`config.mk`:
```
export PLATFORM = sky130hd
export DESIGN_NAME = mdr_queue
export DESIGN_NICKNAME = d
export VERILOG_FILES = /design/src/design/mdr_pkg.sv /design/src/design/mdr_queue.sv
export SDC_FILE = /design/constraint.sdc
export NUM_CORES = 1
export LEC_CHECK = 0
export BUFFER_PORTS_ARGS = -buffer_cell sky130_fd_sc_hd__buf_2
export CAP_MARGIN = 0
export CORE_MARGIN = 2
export CORE_UTILIZATION = 40
export CTS_CLUSTER_SIZE = 10
export DETAILED_ROUTE_END_ITERATION = 6
export PLACE_DENSITY = 0.75
export SYNTH_ARGS = -nofsm -noshare
export SYNTH_HDL_FRONTEND = slang
export SYNTH_SLANG_ARGS = --single-unit
```
`constraint.sdc`:
```
create_clock -name clk -period 13.2 [get_ports clk]
set_clock_uncertainty 0.1 [all_clocks]
set_input_delay 1.98 -clock clk [delete_from_list [all_inputs] [get_ports clk]]
set_output_delay 1.98 -clock clk [all_outputs]
set_load 0.03 [all_outputs]
```
`src/design/mdr_pkg.sv`:
```
// ----------------------------------------------------------------------------
// mdr_pkg
// Shared types and constants for the high-multiply / divide / remainder unit.
// ----------------------------------------------------------------------------
package mdr_pkg;

	localparam int XLEN      = 64;
	localparam int HALF      = 32;
	localparam int DIV_STEPS = XLEN;

	localparam logic [XLEN-1:0] INT_MIN  = {1'b1, {(XLEN-1){1'b0}}};
	localparam logic [XLEN-1:0] ALL_ONES = {XLEN{1'b1}};

	typedef enum logic [2:0] {
		OP_MULHU  = 3'd0,
		OP_MULH   = 3'd1,
		OP_MULHSU = 3'd2,
		OP_DIV    = 3'd3,
		OP_REM    = 3'd4
	} op_t;

	// classified item handed from front to back
	typedef struct packed {
		op_t             op;
		logic            special;
		logic [XLEN-1:0] spec_val;
		logic            neg;
		logic [XLEN-1:0] a_val;
		logic [XLEN-1:0] b_val;
	} item_t;

	// one divider pipeline slot
	typedef struct packed {
		op_t             op;
		logic            special;
		logic [XLEN-1:0] spec_val;
		logic            neg;
		logic [XLEN-1:0] rem;
		logic [XLEN-1:0] quo;
		logic [XLEN-1:0] dvs;
	} slot_t;

	typedef struct packed {
		logic [XLEN-1:0] p00;
		logic [XLEN-1:0] p01;
		logic [XLEN-1:0] p10;
		logic [XLEN-1:0] p11;
		logic [XLEN-1:0] corr;
	} mul_t;

endpackage

```
`src/design/mdr_queue.sv`:
```
// ----------------------------------------------------------------------------
// mdr_queue
// Two-entry item queue between front and back.
// ----------------------------------------------------------------------------
module mdr_queue (
	input  logic           clk,
	input  logic           arst_n,
	input  logic           push,
	output logic           push_ready,
	input  mdr_pkg::item_t push_item,
	output logic           pop_valid,
	input  logic           pop_ready,
	output mdr_pkg::item_t pop_item
);

	mdr_pkg::item_t slot_q [0:1];
	logic           wr_ptr_q;
	logic           rd_ptr_q;
	logic [1:0]     cnt_q;
	logic           do_push;
	logic           do_pop;

	assign push_ready = (cnt_q != 2'd2);
	assign pop_valid  = (cnt_q != 2'd0);
	assign pop_item   = slot_q[rd_ptr_q];
	assign do_push    = push && push_ready;
	assign do_pop     = pop_valid && pop_ready;

	always_ff @(posedge clk or negedge arst_n) begin
		if (!arst_n) begin
			wr_ptr_q <= 1'b0;
			rd_ptr_q <= 1'b0;
			cnt_q    <= 2'd0;
		end else begin
			if (do_push) wr_ptr_q <= ~wr_ptr_q;
			if (do_pop) rd_ptr_q <= ~rd_ptr_q;
			cnt_q <= cnt_q + 2'(do_push) - 2'(do_pop);
		end
	end

	always_ff @(posedge clk) begin
		if (do_push) slot_q[wr_ptr_q] <= push_item;
	end

endmodule

```
==> flow_summary.yaml <==
worst_setup_path:
  r2r_cells: 5
  cp_max_fo: 58
  rrSetupSlack_ps: 10090
  worstReg2RegStart: "cnt_q[1]$_DFF_PN0_"
  crit_path_end_kind: "output pin"
  cp_data_arrival_time_ps: 3670
  crit_required_ps: 11120
  crit_start: "rd_ptr_q$_DFFE_PN0P_"
  timing.rr.end: "slot_q[0][116]$_DFFE_PP_"
  start_kind: "register"
  path_class: "reg2out"
yosys:
  synth_top_cell_by_area: "edfxtp_1"
  yosysSeqAreaShare_pct: 80.46
  synth_top_area_share_pct: 79.78
  syn_area_um2: 14830
  ys_ff_latch: 398
  synth_nets: 833
  yosysWarnings: 0
  ys_types: 16
  syn_inst: 630
  synth.avg_cell_area_um2: 23.54
  ys_top_cells_by_area: "edfxtp_1 80%, mux2_4 10%, mux2_2 7.3%"
timing:
  hold_violations: 0
  min_period_ps: 5748
  finalSetupViolCount: 0
  fin_crit_sh_pct: 43.54
  maxSlewHeadroom_pct: 32.25
  rsz0062_at_grt: "false"
  tns_ps: 0
  fmax_mhz: 174.0
  drv_slew: 0
  worst_slew_pin_slew_ps: 1016
place:
  io_buffer_count: 399
  gp_congestion: 0.7553
  hpwl_um: 19560
global_routing:
  gr-usage-met2_pct: 23.92
  grtUsageMet1_pct: 17.57
  antenna_found_initial: 8
  grt_util_met3_pct: 5.407
  grt_max_degree: 73
  overflow: 0
  grt_pass1_wl_um: 43030
  grt_pass1_vias: 7783
  grt_usage_pct: 14.76
  grt.busiest_layer: "met2"
die:
  fp.dieW_um: 196.5
  die_h_um: 196.5
  dieArea_um2: 38630
  ioPinCount: 400
  coreArea_um2: 36520
  initial_core_util_pct: 40.60
  row_count: 70
hold_path:
  hold_start: "cnt_q[0]$_DFF_PN0_"
  hold_depth: 1
  hold_path_end: "cnt_q[0]$_DFF_PN0_"
  hold_class: "reg2reg"
finish:
  area_delta_synth_final_pct: 25.33
  multi_input_area_um2: 2703
  num-fill-cells: 2911
  seqCellArea_um2: 11940
  layout_commonest_cell: "buf_2"
  mostFrequentLayoutCells: "399 x buf_2, 394 x edfxtp_1, 101 x mux2_4, 96 x mux2_2, 49 x clkbuf_16"
  final_layout_size_suffix_gt1_share_pct: 61.17
  fin_nets: 1267
clock_network:
  cts_sinks: 398
  root_buffer: "clkbuf_16"
  cts_tree: "yes"
  cts-buffers-inserted: 46
  clock_path_buffers: 3
  path_clk_slew_ps: 50
  cts.repair.resized: 0
  clock_latency_ps: 540
  cts_hold_buf: 0
  cts_htree_levels: 2
  postCtsSetupRepairBufs: 0
routing:
  ant_nets: 0
  drc: 0
  first_pass_iters: 4
  vias_per_cell: 4.778
  wl_per_cell_um: 19.07
  routed-via-count: 7415
  first_iter_violations: 263
  drt-total-wl_um: 29600
power:
  pwr_density_cell_nw_per_um2: 247.5
  p_leak_nw: 7.197
  ir_worst_vdd_mv: 0.1618
  finalPower_mw: 4.600
run_status:
  outcome: "finished, final reports clean"
job:
  cap_violations: 0
==> routing by layer <==
layer / share of wire (%) / wire length [µm]
met1: 40 / 11730
met4: 3.2 / 945
met3: 9.1 / 2693
met2: 48 / 14190
met5: 0.12 / 35
==> through the flow <==
step | worst slack, ps | area, µm² | util [%] | instances | hold slack [ps]
final | 7452 | 18590 | 50.89 | 1552 | 435.2
after global routing | 7190 | 18580 | 50.87 | 1550 | 458.8
after CTS | 7311 | 18570 | 50.85 | 1547 | 436.3
after detailed placement | 7925 | 17290 | 47.35 | 1484 | 419.5
after global placement | 7967 | 17290 | 47.35 | 1484 | 397.0
after floorplan | 2090 | 14830 | - | 630 | 360.8
==> area by class of cell <==
cell class                 count  area share [%]
antenna                        5         0.06732
clock buffer                  60           6.820
clock inverter                 3         0.07405
inverter                       1         0.02020
multi-input combinational    209           14.54
sequential                   398           64.22
tap                          468           3.151
timing repair buffer         408           11.11
==> cell usage after synthesis (all sizes together) <==
cell	count
and2	1
and3	1
buf	22
dfrtp	4
edfxtp	394
ha	2
inv	1
mux2	197
nand2	1
nand2b	1
nor2	1
or2	1
xnor2	3
xor2	1
==> kinds of logic after synthesis <==
kind of cell  after synthesis  synth area share (%)
buf+inv                    23                 1.401
simple gates                6                0.2194
fa+ha+maj                   2                0.1687
xor+xnor                    4                0.2363
flops                     398                 80.46
mux                       197                 17.52
==> flip-flops by register name, indices dropped and copies added (netlist names) <==
signal    flops
slot_q      394
wr_ptr_q      1
rd_ptr_q      1
cnt_q         2
==> worst max-delay path, stage by stage, from the launching register on <==
cell,delay [ps]
dfrtp_4,810
buf_4,710
buf_4,840
mux2_2,430
buf_2,190
==> report_power, final <==
| part | switching, mW | total, mW | internal (mW) |
|---|---|---|---|
| registers | 0.0888 | 1.82 | 1.73 |
| clock network | 0.442 | 1.10 | 0.660 |
| logic | 1.07 | 1.68 | 0.603 |
==> worst max path at each step <==
stage	end	slack [ps]	cells past startpoint
3_5_place_dp	pop_item[64]	7930	4
6_report	pop_item[64]	7450	4
2_1_floorplan	slot_q[0][0]$_DFFE_PP_	2090	2
5_1_grt	pop_item[64]	7190	4
3_3_place_gp	pop_item[64]	7970	4
4_1_cts	pop_item[64]	7310	4
(Power assumes the default switching activity.)
