**src/design/mdr_pkg.sv**
```systemverilog
// ----------------------------------------------------------------------------
// mdr_pkg
// Shared types and constants for the high-multiply / divide / remainder unit.
// ----------------------------------------------------------------------------
package mdr_pkg;

	localparam int XLEN      = 64;
	localparam int HALF      = 32;
	localparam int DIV_STEPS = XLEN;

	localparam logic [XLEN-1:0] INT_MIN  = {1'b1, {(XLEN-1){1'b0}}};
	localparam logic [XLEN-1:0] ALL_ONES = {XLEN{1'b1}};

	typedef enum logic [2:0] {
		OP_MULHU  = 3'd0,
		OP_MULH   = 3'd1,
		OP_MULHSU = 3'd2,
		OP_DIV    = 3'd3,
		OP_REM    = 3'd4
	} op_t;

	// classified item handed from front to back
	typedef struct packed {
		op_t             op;
		logic            special;
		logic [XLEN-1:0] spec_val;
		logic            neg;
		logic [XLEN-1:0] a_val;
		logic [XLEN-1:0] b_val;
	} item_t;

	// one divider pipeline slot
	typedef struct packed {
		op_t             op;
		logic            special;
		logic [XLEN-1:0] spec_val;
		logic            neg;
		logic [XLEN-1:0] rem;
		logic [XLEN-1:0] quo;
		logic [XLEN-1:0] dvs;
	} slot_t;

	typedef struct packed {
		logic [XLEN-1:0] p00;
		logic [XLEN-1:0] p01;
		logic [XLEN-1:0] p10;
		logic [XLEN-1:0] p11;
		logic [XLEN-1:0] corr;
	} mul_t;

endpackage

```
**src/design/mdr_req_if.sv**
```systemverilog
// ----------------------------------------------------------------------------
// mdr_req_if
// Request channel: operation and two operands with valid/ready.
// ----------------------------------------------------------------------------
interface mdr_req_if;
	logic                     valid;
	logic                     ready;
	logic [2:0]               operation;
	logic [mdr_pkg::XLEN-1:0] operand_a;
	logic [mdr_pkg::XLEN-1:0] operand_b;

	modport source (output valid, output operation, output operand_a, output operand_b,
		input ready);
	modport sink (input valid, input operation, input operand_a, input operand_b,
		output ready);
endinterface

```
**src/design/mdr_front.sv**
```systemverilog
// ----------------------------------------------------------------------------
// mdr_front
// Accepts requests, decodes the operation, takes operand magnitudes for
// divide/remainder and resolves the special cases up front.
// ----------------------------------------------------------------------------
module mdr_front (
	mdr_req_if.sink         req,
	output logic            push,
	input  logic            push_ready,
	output mdr_pkg::item_t  item
);

	logic                     a_neg;
	logic                     b_neg;
	logic                     is_div;
	logic                     b_zero;
	logic                     ovf;
	logic [mdr_pkg::XLEN-1:0] mag_a;
	logic [mdr_pkg::XLEN-1:0] mag_b;
	mdr_pkg::op_t             op;

	assign push      = req.valid;
	assign req.ready = push_ready;

	always_comb begin
		op     = mdr_pkg::op_t'(req.operation);
		a_neg  = req.operand_a[mdr_pkg::XLEN-1];
		b_neg  = req.operand_b[mdr_pkg::XLEN-1];
		mag_a  = a_neg ? (~req.operand_a + 1'b1) : req.operand_a;
		mag_b  = b_neg ? (~req.operand_b + 1'b1) : req.operand_b;
		is_div = (op == mdr_pkg::OP_DIV) || (op == mdr_pkg::OP_REM);
		b_zero = (req.operand_b == '0);
		ovf    = (req.operand_a == mdr_pkg::INT_MIN) && (req.operand_b == mdr_pkg::ALL_ONES);

		item.op       = op;
		item.special  = 1'b0;
		item.spec_val = '0;
		item.neg      = (op == mdr_pkg::OP_DIV) ? (a_neg ^ b_neg) : a_neg;
		item.a_val    = is_div ? mag_a : req.operand_a;
		item.b_val    = is_div ? mag_b : req.operand_b;

		priority if (req.operation > 3'(mdr_pkg::OP_REM)) begin
			item.special  = 1'b1;
			item.spec_val = '0;
		end else if (is_div && b_zero) begin
			item.special  = 1'b1;
			item.spec_val = (op == mdr_pkg::OP_DIV) ? mdr_pkg::ALL_ONES : req.operand_a;
		end else if (is_div && ovf) begin
			item.special  = 1'b1;
			item.spec_val = (op == mdr_pkg::OP_DIV) ? mdr_pkg::INT_MIN : '0;
		end else begin
			item.special  = 1'b0;
		end
	end

endmodule

```
**src/flat_wrapper.sv**
```systemverilog
// flat-port wrapper written by rule: the top's interface ports become plain ports
module mdr_front_flat 
  (push, push_ready, item, req_valid, req_operation, req_operand_a, req_operand_b, req_ready);
  mdr_req_if req_i ();
  output logic push;
  input  logic push_ready;
  output mdr_pkg::item_t item;
  input wire logic [$bits(req_i.valid)-1:0] req_valid;
  input wire logic [$bits(req_i.operation)-1:0] req_operation;
  input wire logic [$bits(req_i.operand_a)-1:0] req_operand_a;
  input wire logic [$bits(req_i.operand_b)-1:0] req_operand_b;
  output wire logic [$bits(req_i.ready)-1:0] req_ready;
  assign req_i.valid = req_valid;
  assign req_i.operation = req_operation;
  assign req_i.operand_a = req_operand_a;
  assign req_i.operand_b = req_operand_b;
  assign req_ready = req_i.ready;
  mdr_front u_core (.req(req_i), .push(push), .push_ready(push_ready), .item(item));
endmodule
```
**config.mk**
```make
export PLATFORM = sky130hd
export DESIGN_NAME = mdr_front_flat
export DESIGN_NICKNAME = d
export VERILOG_FILES = /design/src/design/mdr_pkg.sv /design/src/design/mdr_req_if.sv /design/src/design/mdr_front.sv /design/src/flat_wrapper.sv
export SDC_FILE = /design/constraint.sdc
export NUM_CORES = 1
export LEC_CHECK = 0
export BUFFER_PORTS_ARGS = -buffer_cell sky130_fd_sc_hd__buf_2
export CAP_MARGIN = 20
export CORE_AREA = 2 2 128 130
export DETAILED_ROUTE_END_ITERATION = 10
export DIE_AREA = 0 0 130 132
export SLEW_MARGIN = 20
export SYNTH_ARGS = -nofsm -noshare
export SYNTH_HDL_FRONTEND = slang
export SYNTH_SLANG_ARGS = --single-unit
```
**constraint.sdc**
```tcl
create_clock -name vclk -period 2.7
set_clock_uncertainty 0.15 [all_clocks]
set_input_delay 0.27 -clock vclk [all_inputs]
set_output_delay 0.27 -clock vclk [all_outputs]
set_load 0.1 [all_outputs]
```
==> flow_summary.json <==
{
  "die_w_microns": 130,
  "seq_cell_count": 0,
  "yosys.cell_types.count": 52,
  "cp_max_fo": 3,
  "max_freq_mhz": 310,
  "wl_per_cell_microns": 25.4,
  "io_buffers": 328,
  "ys_seq_area_frac": 0,
  "power_density_nw_per_um2": 255,
  "crit_type": "input port to primary output",
  "nClkBuffers": 0,
  "place_congestion": 0.926,
  "syn_area_per_cell_sq_um": 6.01,
  "netlist_top_cells_area": "xnor2_1, nor2_1, xor2_1, a21oi_1, o31ai_1",
  "die_h_microns": 132,
  "grt_overflow_total": 0,
  "worstMarginPinSlew_ns": 0.770,
  "startpoint": "req_operand_a[12]",
  "num_vias": 7636,
  "dp.cells": 1316,
  "fin_crit_ns": 3.23,
  "ios": 332,
  "grt_pass1_vias": 7919,
  "synthCells": 615,
  "rsz0062_at_grt": "true",
  "ant_nets": 0,
  "ys_warn_count": 0,
  "syn_area_sq_um": 3690,
  "grt_max_degree": 66,
  "slew_viol_final": 0,
  "synth_top_cell_by_area": "xnor2_1",
  "p_leak_nw": 5.79,
  "status": "finished, violations left",
  "area_delta_synth_final_pct": 289,
  "nNetsFinal": 1287,
  "min_from": "req_valid",
  "endpoint_kind": "primary output",
  "timing.slew.headroom": 0.487,
  "dp_hpwl_mm": 22.0,
  "finalSetupViolations": 154,
  "worstPathRequired_ns": 2.28,
  "vdd_drop_max_mv": 0.223,
  "via_per_inst": 5.57,
  "hold_class": "input port to primary output",
  "drive_above_1_share": 0.796,
  "layoutNonFillerInstCount": 1372,
  "initial_core_util": 0.235,
  "synth_top_area_frac": 0.180,
  "num_rows": 46,
  "antenna_found_initial": 5,
  "violations": "negative setup slack",
  "cp.arrival_ns": 2.81,
  "post-route-period-util": 1.20,
  "preCtsSetupSlack_ns": -0.506,
  "drc": 0,
  "coreArea_sq_um": 15700,
  "maxCapViolations": 0,
  "totalWireLength_mm": 34.9,
  "track_usage": 0.346,
  "regArea_sq_um": 0,
  "cp-start-kind": "input port",
  "die_area_sq_um": 17200,
  "hold_violations": 0,
  "synth.most_common_cell": "nor2_1",
  "fin_ws_ns": -0.531,
  "dr.pass1.iters": 5,
  "drt_iter0_drc": 585,
  "grt_pass1_wl_mm": 46.1,
  "synth_nets": 751,
  "fin_setup_tns_ns": -40.21,
  "synth_common_cells": "nor2_1, xnor2_1, xor2_1"
}
-- layout by cell type, fill, tap and decap left out, types with 15 or more instances in the layout --
cell type | synthesis | layout
buf_2 | 2 | 121
xnor2_2 | 0 | 38
o21ai_4 | 0 | 17
nand4_1 | 22 | 22
xnor2_4 | 0 | 38
xor2_4 | 0 | 45
nor2_4 | 0 | 72
a21oi_1 | 37 | 15
nor2_1 | 170 | 94
nor3_1 | 22 | 17
buf_4 | 7 | 170
nand2_1 | 35 | 24
buf_12 | 0 | 206
o31ai_4 | 0 | 15
buf_6 | 2 | 65
-- cell type report --
class	count	area, sq um
inverters	8	32.5
diodes	7	17.5
fillers	578	1340
repair buffers	571	6940
multi-input cells	570	7110
well taps	216	270
-- timing repair --
action                     CTS  global route
buffers inserted            29            25
resized for setup          182            97
pin swaps                   78            79
setup endpoints to repair  146           155
hold buffers                 0             0
gates cloned                 6             0
-- cell families after synthesis --
| family | synth area share |
|---|---|
| compound gates | 0.188 |
| buf+inv | 0.0579 |
| fa+ha+maj | 0.0102 |
| xor+xnor | 0.292 |
| simple gates | 0.452 |
-- metal layers --
metal  track usage  share of wire  vias up
met5             0              0        -
met4         0.164          0.074        0
met3        0.0714          0.080      172
met2         0.643           0.53      502
met1         0.365           0.32     3745
li1              -              -     3217
-- critical path, cell delays in order --
cell       delay (ns)
buf_8            0.10
or4_4            0.56
nand4bb_4        0.24
and3b_2          0.27
or4b_4           0.53
buf_6            0.16
o31ai_4          0.21
buf_6            0.15
xnor2_4          0.11
buf_12           0.19
-- power breakdown --
part / total (mW) / internal, mW / switching, mW
Clock: 0.000000347 / 0.000000347 / 0
Combinational: 3.66 / 1.33 / 2.33
Sequential: 0 / 0 / 0
-- metrics by stage --
| step | utilization | hold slack, ns | power, mW | area, sq um |
|---|---|---|---|---|
| floorplan | - | 0.586 | 2.06 | 6440 |
| global placement | 0.799 | 0.391 | 3.43 | 12600 |
| detailed placement | 0.799 | 0.391 | 3.47 | 12600 |
| CTS | 0.876 | 0.391 | 3.53 | 13800 |
| global route | 0.914 | 0.391 | 3.73 | 14400 |
| finish | 0.915 | 0.390 | 3.66 | 14400 |
-- final timing paths --
| path | endpoint | cells past startpoint |
|---|---|---|
| max | item[126] | 10 |
| min | push | 0 |
(Power assumes the default switching activity.)
